`src/design/gcew_pkg.sv`:
```
// ----------------------------------------------------------------------------
// Graph-cut edge weight generator package
// Shared widths, register indexes, interface structs and arithmetic helpers.
// ----------------------------------------------------------------------------
package gcew_pkg;

    localparam int DEF_MAX_WIDTH  = 1024;
    localparam int DEF_MAX_HEIGHT = 1024;

    localparam int DIM_W      = 11;
    localparam int GAIN_W     = 16;
    localparam int NODE_W     = 21;
    localparam int CAP_W      = 32;
    localparam int COST_W     = 32;
    localparam int DIFF_W     = 18;
    localparam int SUM_W      = 40;
    localparam int CNT_W      = 21;
    localparam int BETA_W     = 32;
    localparam int NUM_W      = CNT_W + 16;
    localparam int DEN_W      = SUM_W + 1;
    localparam int CFG_IDX_W  = 2;
    localparam int CFG_DATA_W = 16;
    localparam int COLOR_W    = 24;

    localparam logic [CFG_IDX_W-1:0] REG_FRAME_WIDTH     = 2'd0;
    localparam logic [CFG_IDX_W-1:0] REG_FRAME_HEIGHT    = 2'd1;
    localparam logic [CFG_IDX_W-1:0] REG_SMOOTHNESS_GAIN = 2'd2;

    localparam logic [DIM_W-1:0]  RST_FRAME_WIDTH  = 11'd1024;
    localparam logic [DIM_W-1:0]  RST_FRAME_HEIGHT = 11'd1024;
    localparam logic [GAIN_W-1:0] RST_GAIN         = 16'd12800;

    localparam logic [30:0]       LOG2E_Q30 = 31'd1549082005;
    localparam logic [BETA_W-1:0] BETA_HALF = 32'h0000_8000;
    localparam logic [BETA_W-1:0] BETA_SAT  = 32'hFFFF_FFFF;

    typedef struct packed {
        logic              start;
        logic [DIFF_W-1:0] diff;
    } wt_req_t;

    typedef struct packed {
        logic             done;
        logic [CAP_W-1:0] weight;
    } wt_rsp_t;

    typedef struct packed {
        logic             start;
        logic [NUM_W-1:0] num;
        logic [DEN_W-1:0] den;
    } div_req_t;

    typedef struct packed {
        logic              done;
        logic [BETA_W-1:0] quotient;
    } div_rsp_t;

    function automatic logic [16:0] pow2_neg(input logic [4:0] idx);
        logic [16:0] v;
        case (idx)
            5'd0:    v = 17'd65536;
            5'd1:    v = 17'd62757;
            5'd2:    v = 17'd60097;
            5'd3:    v = 17'd57549;
            5'd4:    v = 17'd55109;
            5'd5:    v = 17'd52773;
            5'd6:    v = 17'd50535;
            5'd7:    v = 17'd48393;
            5'd8:    v = 17'd46341;
            5'd9:    v = 17'd44376;
            5'd10:   v = 17'd42495;
            5'd11:   v = 17'd40693;
            5'd12:   v = 17'd38968;
            5'd13:   v = 17'd37316;
            5'd14:   v = 17'd35734;
            5'd15:   v = 17'd34219;
            default: v = 17'd32768;
        endcase
        return v;
    endfunction

    function automatic logic [DIFF_W-1:0] color_diff(input logic [COLOR_W-1:0] a,
                                                     input logic [COLOR_W-1:0] b);
        logic [7:0]        ca;
        logic [7:0]        cb;
        logic [7:0]        d;
        logic [DIFF_W-1:0] s;
        s = '0;
        for (int k = 0; k < 3; k++)
        begin
            ca = a[8*k +: 8];
            cb = b[8*k +: 8];
            d  = (ca > cb) ? (ca - cb) : (cb - ca);
            s  = s + ({10'b0, d} * {10'b0, d});
        end
        return s;
    endfunction

endpackage

```
`src/design/gcew_weight.sv`:
```
// ----------------------------------------------------------------------------
// Link weight unit
// Computes lambda * exp(-beta * diff) in fixed point with one shared
// multiplier, stepped through up to four products by a small sequencer.
// ----------------------------------------------------------------------------
module gcew_weight
    import gcew_pkg::*;
(
    input  logic              clk,
    input  logic              rst_n,
    input  wt_req_t           req,
    input  logic [BETA_W-1:0] beta,
    input  logic [GAIN_W-1:0] gain,
    output wt_rsp_t           rsp
);

    typedef enum logic [3:0] {
        S_IDLE, S_MT, S_CT, S_MU, S_CU, S_MI, S_CI, S_ME, S_CE
    } state_t;

    state_t      state_reg;
    logic [31:0] op_a_reg;
    logic [31:0] op_b_reg;
    logic [63:0] prod_reg;
    logic [4:0]  n_reg;
    logic [3:0]  i_reg;
    wt_rsp_t     rsp_reg;

    logic [22:0] u_w;
    logic [16:0] tab_step;
    logic [16:0] m_w;
    logic [16:0] e_w;

    always_comb
    begin
        u_w      = prod_reg[52:30];
        tab_step = pow2_neg({1'b0, u_w[15:12]}) - pow2_neg({1'b0, u_w[15:12]} + 5'd1);
        m_w      = pow2_neg({1'b0, i_reg}) - prod_reg[28:12];
        e_w      = m_w >> n_reg;
    end

    always_ff @(posedge clk or negedge rst_n)
    begin
        if (!rst_n)
        begin
            state_reg <= S_IDLE;
            op_a_reg  <= '0;
            op_b_reg  <= '0;
            prod_reg  <= '0;
            n_reg     <= '0;
            i_reg     <= '0;
            rsp_reg   <= '0;
        end
        else
        begin
            prod_reg     <= {32'b0, op_a_reg} * {32'b0, op_b_reg};
            rsp_reg.done <= 1'b0;
            case (state_reg)
                S_IDLE:
                begin
                    if (req.start)
                    begin
                        op_a_reg  <= beta;
                        op_b_reg  <= {14'b0, req.diff};
                        state_reg <= S_MT;
                    end
                end
                S_MT: state_reg <= S_CT;
                S_CT:
                begin
                    if (prod_reg[63:22] != '0)
                    begin
                        rsp_reg.done   <= 1'b1;
                        rsp_reg.weight <= '0;
                        state_reg      <= S_IDLE;
                    end
                    else
                    begin
                        op_a_reg  <= {10'b0, prod_reg[21:0]};
                        op_b_reg  <= {1'b0, LOG2E_Q30};
                        state_reg <= S_MU;
                    end
                end
                S_MU: state_reg <= S_CU;
                S_CU:
                begin
                    if (u_w[22:16] >= 7'd17)
                    begin
                        rsp_reg.done   <= 1'b1;
                        rsp_reg.weight <= '0;
                        state_reg      <= S_IDLE;
                    end
                    else
                    begin
                        n_reg     <= u_w[20:16];
                        i_reg     <= u_w[15:12];
                        op_a_reg  <= {15'b0, tab_step};
                        op_b_reg  <= {20'b0, u_w[11:0]};
                        state_reg <= S_MI;
                    end
                end
                S_MI: state_reg <= S_CI;
                S_CI:
                begin
                    op_a_reg  <= {16'b0, gain};
                    op_b_reg  <= {15'b0, e_w};
                    state_reg <= S_ME;
                end
                S_ME: state_reg <= S_CE;
                S_CE:
                begin
                    rsp_reg.done   <= 1'b1;
                    rsp_reg.weight <= prod_reg[39:8];
                    state_reg      <= S_IDLE;
                end
                default: state_reg <= S_IDLE;
            endcase
        end
    end

    assign rsp = rsp_reg;

endmodule

```
`config.mk`:
```
export PLATFORM = sky130hd
export DESIGN_NAME = gcew_weight
export DESIGN_NICKNAME = d
export VERILOG_FILES = /design/src/design/gcew_pkg.sv /design/src/design/gcew_weight.sv
export SDC_FILE = /design/constraint.sdc
export NUM_CORES = 2
export LEC_CHECK = 0
export BUFFER_PORTS_ARGS = -buffer_cell sky130_fd_sc_hd__buf_2
export CORE_MARGIN = 4
export CORE_UTILIZATION = 32
export CTS_CLUSTER_DIAMETER = 120
export CTS_CLUSTER_SIZE = 40
export DETAILED_ROUTE_END_ITERATION = 7
export SLEW_MARGIN = 30
export SYNTH_ARGS = -nofsm -noshare
export SYNTH_HDL_FRONTEND = slang
export SYNTH_SLANG_ARGS = --single-unit
```
`constraint.sdc`:
```
create_clock -name clk -period 22.5 [get_ports clk]
set_input_delay 4.5 -clock clk [delete_from_list [all_inputs] [get_ports clk]]
set_output_delay 4.5 -clock clk [all_outputs]
set_load 0.005 [all_outputs]
```
## Yosys cells after proc, flatten, opt, wreduce, memory -nomap -nowiden

Memories as Yosys holds them, arrays and structs flattened.
Index checks and enable logic that the tools add are counted.

| operators by class | value |
|---|---|
| shifts and indexed selects | 1 |
| eq/ne operators | 13 |
| multiplexer cells | 16 |
| $lt $le $gt $ge | 1 |
| bitwise logic cells | 1 |
| $add $sub $neg | 3 |
| multiply operators | 1 |
| reduce and logical (&&, ||, !) cells | 7 |

Operators with widths:

| cell | number |
|---|---|
| 32-bit one-hot mux with 4 select lines | 2 |
| 32-bit two-way mux | 6 |
| 33-bit one-hot mux with 3 select lines | 1 |
| 33-bit two-way mux | 2 |
| 32-bit by 32-bit multiplier with 64-bit output | 1 |
| 42-bit nonzero test | 1 |
| 17-bit subtractor | 2 |
| 4-bit one-hot mux with 8 select lines | 1 |
| 17-bit two-way mux | 1 |
| 17-bit by 5-bit >> shifter with 17-bit output | 1 |
| 4-bit by 3-bit == test with 1-bit output (second input constant) | 4 |
| 2-bit inequality test (second input constant) | 5 |
| 4-bit by 2-bit == test with 1-bit output (second input constant) | 2 |
| 7-bit by 5-bit >= comparator with 1-bit output (second input constant) | 1 |
| 4-bit by 1-bit adder with 5-bit output (second input constant) | 1 |
| 4-bit by 1-bit == test with 1-bit output (second input constant) | 1 |
| 4-bit == test (second input constant) | 1 |
| 4-bit logical NOT | 1 |
| 4-bit two-way mux | 1 |
| 4-bit AND reduction | 1 |
| 4-bit nonzero test | 1 |
| 3-bit two-way mux | 1 |
| 3-bit AND reduction | 1 |
| 3-bit nonzero test | 1 |
| other kinds (3) | 3 |

| storage, ports and cells | value |
|---|---|
| ROM bits | 816 |
| output and inout bits | 33 |
| memories kept | 3 |
| word-level logic and storage cells | 54 |
| register bits | 174 |
| input port bits | 69 |

Memories:

| name | depth | bits a word | rd ports | clocked after memory_dff | wr ports | line | text |
|---|---|---|---|---|---|---|---|
| (no name shown) | 16 | 17 | 1 | 0 | 0 | gcew_pkg.sv:60 | `case (idx)` |
| (no name shown) | 16 | 17 | 1 | 0 | 0 | gcew_pkg.sv:60 |  |
| (no name shown) | 16 | 17 | 1 | 0 | 0 | gcew_pkg.sv:60 |  |

## Longest topological paths before layout

An unclocked memory read counts as a cell.

| logic depth | value |
|---|---|
| word-level depth | 6 |
| gate-level depth with buffers | 30 |
| depth with buffers taken out | 28 |

## Worst setup path after synthesis

OpenSTA, ideal clock, no wires.

| timing path | value |
|---|---|
| path kind | register -> register |
| start | reg op_b_reg[8] |
| end | reg prod_reg[58] |
| cell stages (with the launch flop) | 27 |
| setup time | 0.129 ns |
| data arrival time | 7.230 ns |
| path slack | 15.141 ns |
| path through | dfrtp_1 clkbuf_1 nand2_1 fa_1 inv_1 fa_1 inv_1 fa_1 fa_1 inv_1 fa_1 fa_1 fa_1 inv_1 fa_1 inv_1 ha_1 clkbuf_1 nand4_1 nor3_1 nand4_1 or3_1 o21ai_1 a211oi_2 o41ai_2 a21oi_1 xnor2_1 |

| between the ends | value |
|---|---|
| cells in the longest elaborated chain, start to end | 1 |

Ends and longest elaborated chain:

| item | line | text |
|---|---|---|
| start: declaration | gcew_weight.sv:23 | `logic [31:0] op_b_reg;` |
| start signal: assignment | gcew_weight.sv:64 | `op_b_reg <= {14'b0, req.diff};` |
| start signal: assignment | gcew_weight.sv:80 | `op_b_reg <= {1'b0, LOG2E_Q30};` |
| start signal: assignment | gcew_weight.sv:98 | `op_b_reg <= {20'b0, u_w[11:0]};` |
| 32-bit by 32-bit multiplier with 64-bit output | gcew_weight.sv:56 | `prod_reg <= {32'b0, op_a_reg} * {32'b0, op_b_reg};` |
| end signal: assignment | gcew_weight.sv:56 |  |
| end: declaration | gcew_weight.sv:24 | `logic [63:0] prod_reg;` |

No other way between the ends.
A chain may end at the register's enable or synchronous reset.

## Worst setup path after layout

| timing path | value |
|---|---|
| start | reg op_b_reg[12] |
| end | reg prod_reg[58] |

Same word-level chain as after synthesis.

==> results.sh <==
export IMPL_grt_met2_usage=0.295
export IMPL_grt_pass1_vias=28560
export IMPL_clkTransAtPathRegs_ns=0.08
export IMPL_worstSetupPathType="reg -> reg"
export IMPL_cts_tree="built"
export IMPL_grt_max_degree=60
export IMPL_hold_viol_final=0
export IMPL_syn2layout_area_growth_pct=7.22
export IMPL_clock_skew_ns=0.0199
export IMPL_met1_usage=0.242
export IMPL_largest_reg_flops=64
export IMPL_die_area_um2=120000
export IMPL_io_buffers=101
export IMPL_drc=0
export IMPL_ys_flop_type="dfrtp_1"
export IMPL_synthCells=3980
export IMPL_start_kind="flip-flop"
export IMPL_ant_nets=0
export IMPL_drv_slew=0
export IMPL_top_usage_layer="met2"
export IMPL_grt_overflow=0
export IMPL_end_kind="flip-flop"
export IMPL_grt_util_all_layers=0.177
export IMPL_outcome="completed"
export IMPL_io_pins=102
export IMPL_holdPathStages=2
export IMPL_hold_slack_ns=0.474
export IMPL_synth_edf_count=0
export IMPL_insertion_delay_ns=0.47
export IMPL_crit_fanout=18
export IMPL_synth_cell_type_count=72
export IMPL_die_y_um=347
export IMPL_syn_area_um2=36700
export IMPL_crit_arrival_ns=8.63
export IMPL_first_pass_iters=5
export IMPL_ys_ff_latch=161
export IMPL_reg2reg_depth=25
export IMPL_finalSetupViolCount=0
export IMPL_hold_class="reg -> reg"
export IMPL_htree_levels=4
export IMPL_chipWidth_um=347
export IMPL_yosysSeqAreaShare=0.110
export IMPL_preCtsSetupSlack_ns=14.20
export IMPL_place_congestion=0.931
export IMPL_grt_pass1_wl_um=168000
export IMPL_num_antenna_cells=0
export IMPL_postCtsSetupBuffers=0
export IMPL_avgSynthCellArea_um2=9.22
export IMPL_grt_met3_usage=0.0271
export IMPL_dr_first_iter_drc_count=1906
export IMPL_synth_warnings=0
export IMPL_required_ns=22.83
export IMPL_cts_max_path_buffers=2
export IMPL_dp_hpwl_um=86800
export IMPL_cap_viol_max_count=0
export IMPL_route_vias_total=26965
export IMPL_ctsResizeCount=0
export IMPL_core_area_um2=113000
export IMPL_rsz0062_at_grt="no"
export IMPL_drive_gt1_frac=0.0588
export IMPL_vias_per_cell=4.94
export IMPL_ctsHoldBuffers=0
export IMPL_wirelength_um=105000
export IMPL_fin_setup_tns_ns=0
export IMPL_tightest_slew_ns=1.10
export IMPL_syn_nets=5143
export IMPL_rows=123
export IMPL_placed_cell_area_um2=38800
export IMPL_numCtsBuffers=17
export IMPL_relSlewSlack=0.267
export IMPL_synthArstFlopShare=1.00
export IMPL_start_util=0.324
export IMPL_max_clock_freq_ghz=0.120
export IMPL_cts_sinks=161
export IMPL_wl_per_cell_um=19.2
export IMPL_setup_slack_ns=14.20
export IMPL_nets=5112
export IMPL_finalCriticalPeriod_ns=8.30
export IMPL_antenna_found_initial=3
export IMPL_fin_crit_sh=0.369
export IMPL_postLayoutCellArea_um2=39400
export IMPL_cts_root_buf="clkbuf_16"
## worst max-delay path, cell delays in order (launching register included)
cell and delay, ns:
dfrtp_1 0.75, buf_4 0.38, nand2_1 0.12, fa_1 0.53, inv_1 0.05, fa_1 0.47, inv_1 0.05, fa_1 0.49
fa_1 0.51, inv_1 0.05, fa_1 0.55, fa_1 0.43, fa_1 0.53, inv_1 0.06, fa_1 0.47, inv_1 0.04
ha_1 0.41, nand4_1 0.21, nor3_1 0.22, nand4_1 0.14, or3_1 0.36, o21ai_1 0.29, a211oi_2 0.18, o41ai_2 0.55
a21oi_1 0.16, xnor2_1 0.15
## worst paths after layout
| check | start | endpoint | slack [ns] |
|---|---|---|---|
| setup / recovery | op_b_reg[12] | prod_reg[58] | 14.20 |
| setup reg to reg | op_b_reg[12] | prod_reg[58] | 14.20 |
| hold / removal | op_a_reg[29] | op_a_reg[29] | 0.47 |
| min in group asynchronous | rst_n | rsp[32] | 3.96 |
| hold reg to reg | op_a_reg[29] | op_a_reg[29] | 0.47 |
| max in group asynchronous | rst_n | op_b_reg[14] | 17.35 |
## cell usage after synthesis, types with 32 or more instances
master | instances | area (um2)
a22o_1 | 32 | 280
nand2_1 | 371 | 1390
xnor2_1 | 55 | 482
dfrtp_1 | 161 | 4030
clkbuf_1 | 193 | 724
ha_1 | 416 | 5200
xor2_1 | 36 | 315
a21oi_1 | 111 | 556
inv_1 | 814 | 3060
and2_1 | 412 | 2580
nor2_1 | 107 | 402
fa_1 | 678 | 13600
a21o_1 | 43 | 323
nand3_1 | 56 | 280
o21ai_0 | 113 | 566
## per-stage QoR
stage	utilization	cells
2_1_floorplan	-	3980
3_3_place_gp	0.342	5429
3_5_place_dp	0.342	5430
4_1_cts	0.347	5462
5_1_grt	0.348	5462
6_report	0.348	5462
## per-layer routing
| layer | vias to the layer above | part of all wire |
|---|---|---|
| met5 | - | 0 |
| met4 | 0 | 0.026 |
| met3 | 129 | 0.057 |
| met2 | 738 | 0.48 |
| met1 | 13820 | 0.44 |
| li1 | 12278 | - |
## kinds of logic after synthesis
| family | Yosys count | synth area share |
|---|---|---|
| compound gates | 474 | 0.0844 |
| xor+xnor | 91 | 0.0217 |
| fa+ha+maj | 1094 | 0.511 |
| buf+inv | 1021 | 0.105 |
| flops | 161 | 0.110 |
| mux | 51 | 0.0171 |
| simple gates | 1088 | 0.151 |
## placed cells by master, fill, tap and decap left out, types with 8 or more instances in the layout
cell type  netlist  routed
o211ai_1        11      11
buf_2            4     100
and3_1          14      14
xor2_1          36      36
a211oi_1        12      12
xnor2_1         55      55
a21o_1          43      43
o22ai_1         19      19
a22o_1          32      32
o21ai_0        113     112
nand2_1        371     371
a21oi_1        111     110
a31oi_1         17      17
mux2i_1         30      30
or3_1           21      20
mux2_2          13      13
inv_1          814     813
o31ai_1          8       8
nand4_1         20      20
o21a_1          17      17
nor4_1          11      11
buf_4            0      50
mux4_2           8       8
fa_1           678     678
nor3_1          21      21
a221oi_1        15      15
and2_1         412     412
nand2b_1        21      21
a22oi_1         10      10
dfrtp_1        161     160
o21bai_1        11      11
nor2b_1         19      18
nand3_1         56      56
ha_1           416     416
nor2_1         107     105
clkbuf_16        0      17
## cell type report
cell class                      count  area (um2)
Clock buffer                       18         429
Clock inverter                     14         176
Inverter                          819        3070
Tap cell                         1500        1880
Fill cell                       11694       73900
Timing Repair Buffer              152         915
Multi-Input combinational cell   2798       28900
Sequential cell                   161        4030
Power is not shown: default switching activity piles up to over one toggle a cycle in this logic, so the estimate is an artifact.
