$ cat config.mk
export PLATFORM = sky130hd
export DESIGN_NAME = gcew_div
export DESIGN_NICKNAME = d
export VERILOG_FILES = /design/src/design/gcew_pkg.sv /design/src/design/gcew_div.sv
export SDC_FILE = /design/constraint.sdc
export NUM_CORES = 1
export LEC_CHECK = 0
export ABC_AREA = 1
export BUFFER_PORTS_ARGS = -buffer_cell sky130_fd_sc_hd__buf_4
export CAP_MARGIN = 20
export CORE_UTILIZATION = 38
export DETAILED_ROUTE_END_ITERATION = 8
export SLEW_MARGIN = 20
export SYNTH_ARGS = -nofsm -noshare
export SYNTH_HDL_FRONTEND = slang
export SYNTH_SLANG_ARGS = --single-unit
$ cat constraint.sdc
create_clock -name clk -period 2.8 [get_ports clk]
set_clock_uncertainty 0.2 [all_clocks]
set_input_delay 0.28 -clock clk [delete_from_list [all_inputs] [get_ports clk]]
set_output_delay 0.28 -clock clk [all_outputs]
set_load 0.05 [all_outputs]
$ cat src/design/gcew_pkg.sv
// ----------------------------------------------------------------------------
// Graph-cut edge weight generator package
// Shared widths, register indexes, interface structs and arithmetic helpers.
// ----------------------------------------------------------------------------
package gcew_pkg;

    localparam int DEF_MAX_WIDTH  = 1024;
    localparam int DEF_MAX_HEIGHT = 1024;

    localparam int DIM_W      = 11;
    localparam int GAIN_W     = 16;
    localparam int NODE_W     = 21;
    localparam int CAP_W      = 32;
    localparam int COST_W     = 32;
    localparam int DIFF_W     = 18;
    localparam int SUM_W      = 40;
    localparam int CNT_W      = 21;
    localparam int BETA_W     = 32;
    localparam int NUM_W      = CNT_W + 16;
    localparam int DEN_W      = SUM_W + 1;
    localparam int CFG_IDX_W  = 2;
    localparam int CFG_DATA_W = 16;
    localparam int COLOR_W    = 24;

    localparam logic [CFG_IDX_W-1:0] REG_FRAME_WIDTH     = 2'd0;
    localparam logic [CFG_IDX_W-1:0] REG_FRAME_HEIGHT    = 2'd1;
    localparam logic [CFG_IDX_W-1:0] REG_SMOOTHNESS_GAIN = 2'd2;

    localparam logic [DIM_W-1:0]  RST_FRAME_WIDTH  = 11'd1024;
    localparam logic [DIM_W-1:0]  RST_FRAME_HEIGHT = 11'd1024;
    localparam logic [GAIN_W-1:0] RST_GAIN         = 16'd12800;

    localparam logic [30:0]       LOG2E_Q30 = 31'd1549082005;
    localparam logic [BETA_W-1:0] BETA_HALF = 32'h0000_8000;
    localparam logic [BETA_W-1:0] BETA_SAT  = 32'hFFFF_FFFF;

    typedef struct packed {
        logic              start;
        logic [DIFF_W-1:0] diff;
    } wt_req_t;

    typedef struct packed {
        logic             done;
        logic [CAP_W-1:0] weight;
    } wt_rsp_t;

    typedef struct packed {
        logic             start;
        logic [NUM_W-1:0] num;
        logic [DEN_W-1:0] den;
    } div_req_t;

    typedef struct packed {
        logic              done;
        logic [BETA_W-1:0] quotient;
    } div_rsp_t;

    function automatic logic [16:0] pow2_neg(input logic [4:0] idx);
        logic [16:0] v;
        case (idx)
            5'd0:    v = 17'd65536;
            5'd1:    v = 17'd62757;
            5'd2:    v = 17'd60097;
            5'd3:    v = 17'd57549;
            5'd4:    v = 17'd55109;
            5'd5:    v = 17'd52773;
            5'd6:    v = 17'd50535;
            5'd7:    v = 17'd48393;
            5'd8:    v = 17'd46341;
            5'd9:    v = 17'd44376;
            5'd10:   v = 17'd42495;
            5'd11:   v = 17'd40693;
            5'd12:   v = 17'd38968;
            5'd13:   v = 17'd37316;
            5'd14:   v = 17'd35734;
            5'd15:   v = 17'd34219;
            default: v = 17'd32768;
        endcase
        return v;
    endfunction

    function automatic logic [DIFF_W-1:0] color_diff(input logic [COLOR_W-1:0] a,
                                                     input logic [COLOR_W-1:0] b);
        logic [7:0]        ca;
        logic [7:0]        cb;
        logic [7:0]        d;
        logic [DIFF_W-1:0] s;
        s = '0;
        for (int k = 0; k < 3; k++)
        begin
            ca = a[8*k +: 8];
            cb = b[8*k +: 8];
            d  = (ca > cb) ? (ca - cb) : (cb - ca);
            s  = s + ({10'b0, d} * {10'b0, d});
        end
        return s;
    endfunction

endpackage

$ cat src/design/gcew_div.sv
// ----------------------------------------------------------------------------
// Contrast divider
// Restoring divider, one quotient bit per cycle, result saturated to 32 bits.
// ----------------------------------------------------------------------------
module gcew_div
    import gcew_pkg::*;
(
    input  logic     clk,
    input  logic     rst_n,
    input  div_req_t req,
    output div_rsp_t rsp
);

    logic             busy_reg;
    logic [5:0]       cnt_reg;
    logic [NUM_W-1:0] quo_reg;
    logic [DEN_W-1:0] rem_reg;
    logic [DEN_W-1:0] den_reg;
    div_rsp_t         rsp_reg;

    logic [DEN_W:0]   rem_sh;
    logic             ge;
    logic [DEN_W:0]   rem_new;
    logic [NUM_W-1:0] quo_new;

    always_comb
    begin
        rem_sh  = {rem_reg, quo_reg[NUM_W-1]};
        ge      = (rem_sh >= {1'b0, den_reg});
        rem_new = ge ? (rem_sh - {1'b0, den_reg}) : rem_sh;
        quo_new = {quo_reg[NUM_W-2:0], ge};
    end

    always_ff @(posedge clk or negedge rst_n)
    begin
        if (!rst_n)
        begin
            busy_reg <= 1'b0;
            cnt_reg  <= '0;
            quo_reg  <= '0;
            rem_reg  <= '0;
            den_reg  <= '0;
            rsp_reg  <= '0;
        end
        else
        begin
            rsp_reg.done <= 1'b0;
            if (req.start && !busy_reg)
            begin
                busy_reg <= 1'b1;
                cnt_reg  <= 6'(NUM_W);
                quo_reg  <= req.num;
                rem_reg  <= '0;
                den_reg  <= req.den;
            end
            else if (busy_reg)
            begin
                quo_reg <= quo_new;
                rem_reg <= rem_new[DEN_W-1:0];
                cnt_reg <= cnt_reg - 6'd1;
                if (cnt_reg == 6'd1)
                begin
                    busy_reg     <= 1'b0;
                    rsp_reg.done <= 1'b1;
                    if (quo_new[NUM_W-1:BETA_W] != '0)
                        rsp_reg.quotient <= BETA_SAT;
                    else
                        rsp_reg.quotient <= quo_new[BETA_W-1:0];
                end
            end
        end
    end

    assign rsp = rsp_reg;

endmodule

Word-level counts from Yosys, hierarchy flattened
Index checks and enable logic that the tools add are counted.

word-level totals
  flip-flop bits (word level) = 159
  logic and storage cells = 31
  bits of input ports = 81

cells by class
  equal/unequal tests = 1
  bitwise operators = 1
  add/sub/neg operators = 2
  order comparisons = 1
  multiplexer cells = 14
  reduce and logical (&&, ||, !) cells = 5

operators by type and width
  kind                                                 number
  2-to-1 mux 41 bit                                    3
  2-to-1 mux 33 bit                                    3
  2-to-1 mux 37 bit                                    2
  greater-or-equal comparator 42 x 41 -> 1 bit         1
  subtractor 41 bit                                    1
  2-to-1 mux 32 bit                                    1
  2-to-1 mux 6 bit                                     2
  equality test 6 x 1 -> 1 bit, second input constant  1
  subtractor 6 x 1 -> 6 bit, second input constant     1
  nonzero test 5 bit                                   1
  2-to-1 mux 1 bit                                     3
  AND reduction 3 bit                                  1
  nonzero test 2 bit                                   1
  logical AND 1 bit                                    1
  logical NOT 1 bit                                    1
  inverter 1 bit                                       1

Longest topological paths before layout
Gate-level depths: netlist of the first run.

  word-level depth = 5
  depth in mapped cells = 18
  depth with buffers taken out = 17

Worst setup path before layout of the first run
No wires, ideal clock.

  path kind = register -> register
  start = reg quo_reg[36]
  end = reg rem_reg[18]
  slack = 634 ps
  arrival = 1848 ps
  setup time = 118 ps
  buffers on the path = 1
  stages on the path, launching flop included = 15
  cells stage by stage = dfrtp_1 > inv_1 > ha_1 > fa_1 > inv_1 > nand3_1 > nand3_2 > nand2_2 > nand3_2 > nand2_2 > nand2_4 > buf_2 > nand2_1 > nand3_1 > nand2_1

on the way
  word-level cells in the longest chain between the ends = 4

RTL lines
  item                                                                               RTL line                        source
  from (decl)                                                                        gcew_div.sv:16                  logic [NUM_W-1:0] quo_reg;
  from (signal assigned)                                                             gcew_div.sv:52                  quo_reg <= req.num;
  from (signal assigned)                                                             gcew_div.sv:58                  quo_reg <= quo_new;
  subtractor 41 bit or greater-or-equal comparator 42 x 41 -> 1 bit (tied branches)  gcew_div.sv:30, gcew_div.sv:29
  2-to-1 mux 41 bit (*)                                                              gcew_div.sv:30                  rem_new = ge ? (rem_sh - {1'b0, den_reg}) : rem_sh;
  2-to-1 mux 41 bit (*)                                                              gcew_div.sv:56                  else if (busy_reg)
  2-to-1 mux 41 bit (*)                                                              gcew_div.sv:48                  if (req.start && !busy_reg)
  to (signal assigned)                                                               gcew_div.sv:59                  rem_reg <= rem_new[DEN_W-1:0];
  to (decl)                                                                          gcew_div.sv:17                  logic [DEN_W-1:0] rem_reg;

Mark *: on every way between the ends. The rest lies on a longest branch, timed or not. The select of a mux whose other input is x is not followed.
A chain may end at the register's enable or synchronous reset.

Worst setup path after layout of the first run
  start = reg rem_reg[36]
  end = reg rem_reg[23]

on the way
  word-level cells in the longest chain between the ends = 4

RTL lines
  item                                          RTL line        source
  greater-or-equal comparator 42 x 41 -> 1 bit  gcew_div.sv:29  ge = (rem_sh >= {1'b0, den_reg});
  2-to-1 mux 41 bit                             gcew_div.sv:30
  2-to-1 mux 41 bit                             gcew_div.sv:56
  2-to-1 mux 41 bit                             gcew_div.sv:48

Every way passes these cells. The select of a mux whose other input is x is not followed.

==> flow_summary.ini, run 1 <==
[outcome]
status = finished with violations
violations = design-rule violations

[floorplan]
num_rows = 59
die-area_mm2 = 0.0274
die_w_um = 165
core_mm2 = 0.0261
start_util = 0.389
ios = 114
die_h_um = 165

[yosys]
ys_ff_latch = 159
synth_top_cells_by_area = dfrtp_1, nand2_1, inv_1
synth_top_family_by_area = simple AND/OR/NAND/NOR gates
yosys.area.top_type_share = 0.392
yosysUniqueCellTypes = 37
synthTopCellsByCount = nand2_1, inv_1, dfrtp_1
async_flop_share = 1.00
synth_seq_area_share = 0.392
yosysMostFrequentCell = nand2_1
synth-simple-area-share = 0.323
synth_xor_area_frac = 0.0181
syn-instance-count = 1448
avgSynthCellArea_um2 = 7.01
ys.flop_type = dfrtp_1
synth_area_mm2 = 0.0102
synth-compound-area-share = 0.102
synth-adder-area-share = 0.0549
syn-num-nets = 1573
synth_area_leader_cell = dfrtp_1
yosysWarnings = 0
yosys-mux-area-fraction = 0
synth_edf_count = 0

[timing]
drv_slew = 0
setup_viol = 0
grt_setup_unrepaired = no
min_period_ps = 2560
worstMarginPinSlew_ps = 717
max_freq_ghz = 0.391
setup_tns_ps = 0
slew_headroom = 0.522
fin_ws_ps = 242
hold_violations = 0
finalCritPeriodShare = 0.914

[critical_path]
cp-end-kind = flip-flop
cp_slowest_stage_delay_ps = 400
cp_max_fo = 18
path_class = reg2reg
cp.required_ps = 2920
critPathLaunch = rem_reg[36]$_DFFE_PN0P_
worstPathArrival_ps = 2680
slowest_stage = dfrtp_1
setup.worst_path.end = rem_reg[23]$_DFFE_PN0P_
critPathLaunchType = flip-flop
path_cells = ha_1, a21oi_1, o21ai_0, a21oi_1, nand2_1, nor2_4, buf_4, nand3b_1, nand3_1, nand2_1
r2r_start = rem_reg[36]$_DFFE_PN0P_
reg2reg_setup_slack_ps = 240
reg2reg_depth = 10
r2r-end = rem_reg[23]$_DFFE_PN0P_

[drt]
ant_nets = 0
dr_total_vias = 9520
wire_per_inst_um = 14.6
firstDrtPassIters = 7
drt_drc_violations_left = 2
wl_um = 28900
avgViaCountPerCell = 4.81
drt_iter0_markers = 599

[cts]
cts.path.max_buffers = 2
cts_sinks = 159
cts_tree = yes
cts_made_buffers = 17
clkTransAtPathRegs_ps = 70
htreeDepth = 4
clock_latency_ps = 450
cts-root-buf = clkbuf_16

[layout]
insertedDiodeCount = 0
syn2layout_area_growth_pct = 26.4
fillCellCount = 2636
final_core_util = 0.491
instances_no_fill = 1980
drive_above_1_share = 0.121
nets = 1757

[global_routing]
grt_pass1_wl_um = 47900
antenna_found_initial = 0
grt_start_max_net_pins = 59
gr-total-overflow = 0
grt_pass1_vias = 9519
grt_use_total = 0.224

[placed_design]
gp_congestion = 0.967
dp_slack_ps = 227
placed_cells = 1868
hpwl_um = 20900
port_buffers = 113

[run]
max_cap_viol_count = 0

[min_path]
hp-class = in2reg
## per-stage QoR
stage | hold WS [ps] | instance area, um^2
after floorplan | -216 | 10200
after global placement | 91.7 | 11400
after detailed placement | 94.1 | 11400
after CTS | 18.9 | 12800
after global routing | 66.4 | 12800
final | 33.5 | 12800
## layout make-up
type / count / area, um^2 / area share
Clock buffer: 17 / 425 / 0.0331
Multi-Input combinational cell: 1007 / 5070 / 0.395
Inverter: 235 / 883 / 0.0688
Sequential cell: 159 / 3980 / 0.310
Clock inverter: 15 / 218 / 0.0170
Timing Repair Buffer: 212 / 1850 / 0.144
Tap cell: 335 / 419 / 0.0326
## cells by family after synthesis
group / Yosys count
XOR/XNOR: 21
flip-flops: 159
AO/OA/AOI/OAI: 158
buffers and inverters: 282
AND/OR/NAND/NOR: 784
adder cells (fa/ha/maj): 44
## metal layers
| metal | track usage | routed length, um | vias up |
|---|---|---|---|
| met2 | 0.372 | 13300 | 210 |
| li1 | - | - | 4875 |
| met3 | 0.0470 | 1590 | 28 |
| met5 | 0 | 0 | - |
| met1 | 0.295 | 13600 | 4407 |
| met4 | 0.0566 | 418 | 0 |
## worst min-delay path by stage
stage / start / end / cells past startpoint
global route: req[78] / den_reg[0]$_DFFE_PN0P_ / 4
detailed placement: rst_n / den_reg[11]$_DFFE_PN0P_ / 1
floorplan: rst_n / busy_reg$_DFF_PN0_ / 0
global placement: rst_n / den_reg[11]$_DFFE_PN0P_ / 1
finish: req[78] / den_reg[0]$_DFFE_PN0P_ / 4
CTS: req[78] / den_reg[0]$_DFFE_PN0P_ / 4
## worst max-delay path, delay by kind of cell, from the launching register on
| kind | cells | cell delay [ps] |
|---|---|---|
| compound gates | 3 | 590 |
| fa+ha+maj | 1 | 370 |
| flops | 1 | 400 |
| buf+inv | 1 | 280 |
| simple gates | 5 | 600 |
## cell usage in the layout (no fill, tap or decap), drive strengths merged, types with 5 or more instances in the layout
cell type,n
dlygate4sd3,80
a22oi,5
ha,43
dfrtp,159
buf,132
nand3b,33
o211ai,7
o221ai,25
clkinv,9
a2bb2oi,27
inv,240
clkbuf,17
a21oi,29
o21ai,57
nand2,586
xnor2,19
nand3,72
nor2,82
## repair_timing
action                                 CTS  global route
resized for setup                        0             2
setup endpoints to repair                0             5
endpoints found under the hold margin  133             0
setup buffers                            0             0
hold buffers                            80             0
Power of run 1 is left out: the tool's default activity adds up to more than one toggle a clock period on the data nets, which glitch-free logic cannot reach.
==> run 2: changes to the inputs <==
Settings changed: ABC_AREA 1 to 0.
==> flow_summary.ini, run 2 <==
[global_routing]
grt_pass1_vias = 8710
grt_pass1_wl_um = 42800
gr-total-overflow = 0
grt_use_total = 0.220
grt_start_max_net_pins = 81
antenna_found_initial = 0

[floorplan]
ios = 114
core_mm2 = 0.0235
num_rows = 56
start_util = 0.388
die_w_um = 157
die-area_mm2 = 0.0246
die_h_um = 157

[drt]
wire_per_inst_um = 15.8
ant_nets = 0
avgViaCountPerCell = 5.12
drt_drc_violations_left = 0
wl_um = 25900
dr_total_vias = 8381
drt_iter0_markers = 427
firstDrtPassIters = 4

[timing]
fin_ws_ps = -208
grt_setup_unrepaired = yes
drv_slew = 0
max_freq_ghz = 0.332
worstMarginPinSlew_ps = 673
hold_violations = 0
setup_viol = 37
slew_headroom = 0.551
min_period_ps = 3010
finalCritPeriodShare = 1.07

[layout]
drive_above_1_share = 0.319
fillCellCount = 2088
syn2layout_area_growth_pct = 46.3
nets = 1430
multi_input_area_mm2 = 0.00513
layout_common_cells = buf_4, dfrtp_1, nand2_1
insertedDiodeCount = 0
seq_area_mm2 = 0.00398
instances_no_fill = 1636
final_common_cell = buf_4

[yosys]
syn-instance-count = 979
yosysMostFrequentCell = dfrtp_1
synth_top_cells_by_area = dfrtp_1, o21ai_0, ha_1
synthTopCellsByCount = dfrtp_1, nand2_1, o21ai_0
synth_area_leader_cell = dfrtp_1
syn-num-nets = 1104
yosys.area.top_type_share = 0.436
yosysUniqueCellTypes = 70
synth_edf_count = 0
synth_seq_area_share = 0.436
yosysWarnings = 0
ys.flop_type = dfrtp_1
async_flop_share = 1.00
avgSynthCellArea_um2 = 9.32
ys_ff_latch = 159
synth_area_mm2 = 0.00913

[cts]
clkTransAtPathRegs_ps = 60
cts.path.max_buffers = 2
cts-root-buf = clkbuf_16
clock_latency_ps = 440
cts_made_buffers = 17
htreeDepth = 4
cts_tree = yes
cts_sinks = 159

[critical_path]
path_class = reg2reg
cp-end-kind = flip-flop
worstPathArrival_ps = 3120
cp.required_ps = 2920
critPathLaunchType = flip-flop
cp_max_fo = 9

[placed_design]
port_buffers = 113
gp_congestion = 0.881
hpwl_um = 17800
placed_cells = 1509

[min_path]
hp-class = in2async

[outcome]
violations = negative setup slack
status = finished with violations

[run]
max_cap_viol_count = 0
==> run 2: kinds of logic (layout without fill, tap and decap cells) <==
logic type	after synthesis	after routing	share of synthesized area
buffers and inverters	116	454	0.0511
and+or+nand+nor	259	259	0.135
xor gates and xnor gates	32	32	0.0307
muxes	56	56	0.0636
adders and majority gates	44	44	0.0611
AOI/OAI and AO/OA	313	313	0.223
DFF	159	159	0.436
==> run 2: timing repair <==
item                                    in CTS  in global routing
gates cloned                                 1                  2
hold endpoints to repair                   133                  0
endpoints found under the setup margin      42                 42
hold buffers                                79                  0
gates resized for setup                     46                 62
buffers inserted                             4                 11
pin swaps                                    9                 24
==> run 2: area by class of cell <==
class,count,share of cell area
multi-input cells,704,0.384
flip-flops and latches,159,0.298
repair buffers,367,0.229
clock buffers,17,0.0319
well taps,319,0.0299
inverters,56,0.0157
clock inverters,14,0.0111
==> run 2: path summary, 6_finish.rpt <==
check                                        from                      end  slack [ps]  cells after the start
max in group asynchronous                   rst_n  quo_reg[35]$_DFFE_PN0P_        1470                      3
min in group clk                          req[78]   cnt_reg[1]$_DFFE_PN0P_         210                      3
hold / removal                              rst_n  rem_reg[15]$_DFFE_PN0P_         210                      2
setup / recovery           den_reg[0]$_DFFE_PN0P_   rem_reg[3]$_DFFE_PN0P_        -210                     11
setup reg to reg           den_reg[0]$_DFFE_PN0P_   rem_reg[3]$_DFFE_PN0P_        -210                     11
hold reg to reg            cnt_reg[5]$_DFFE_PN0P_   cnt_reg[5]$_DFFE_PN0P_         280                      1
==> run 2: per-stage QoR <==
step / setup WS [ps] / hold slack [ps] / instance area, um^2 / utilization / setup TNS (ps)
floorplan: -209 / -216 / 9160 / - / -4170
global placement: -248 / 117 / 11400 / 0.483 / -6430
detailed placement: -337 / 112 / 11400 / 0.483 / -9770
CTS: -156 / 192 / 13000 / 0.551 / -2910
global route: -295 / 226 / 13400 / 0.567 / -9500
finish: -208 / 210 / 13400 / 0.567 / -5630
==> run 2: critical path, stage by stage (launching register included) <==
cell and delay, ps:
dfrtp_1 420, ha_4 180, fa_2 370, nor2b_2 140, o31a_2 200, o211ai_4 100
a2111oi_4 390, o21ai_4 110, nand2_4 150, buf_12 160, mux2_4 300, a22o_1 180
==> run 2: routing by layer <==
| layer | share of wire | routed length (um) | global-route usage |
|---|---|---|---|
| met1 | 0.47 | 12100 | 0.282 |
| met2 | 0.47 | 12300 | 0.374 |
| met3 | 0.049 | 1280 | 0.0471 |
| met4 | 0.012 | 309 | 0.0565 |
| met5 | 0 | 0 | 0 |
Power of run 2 is left out for the same reason.
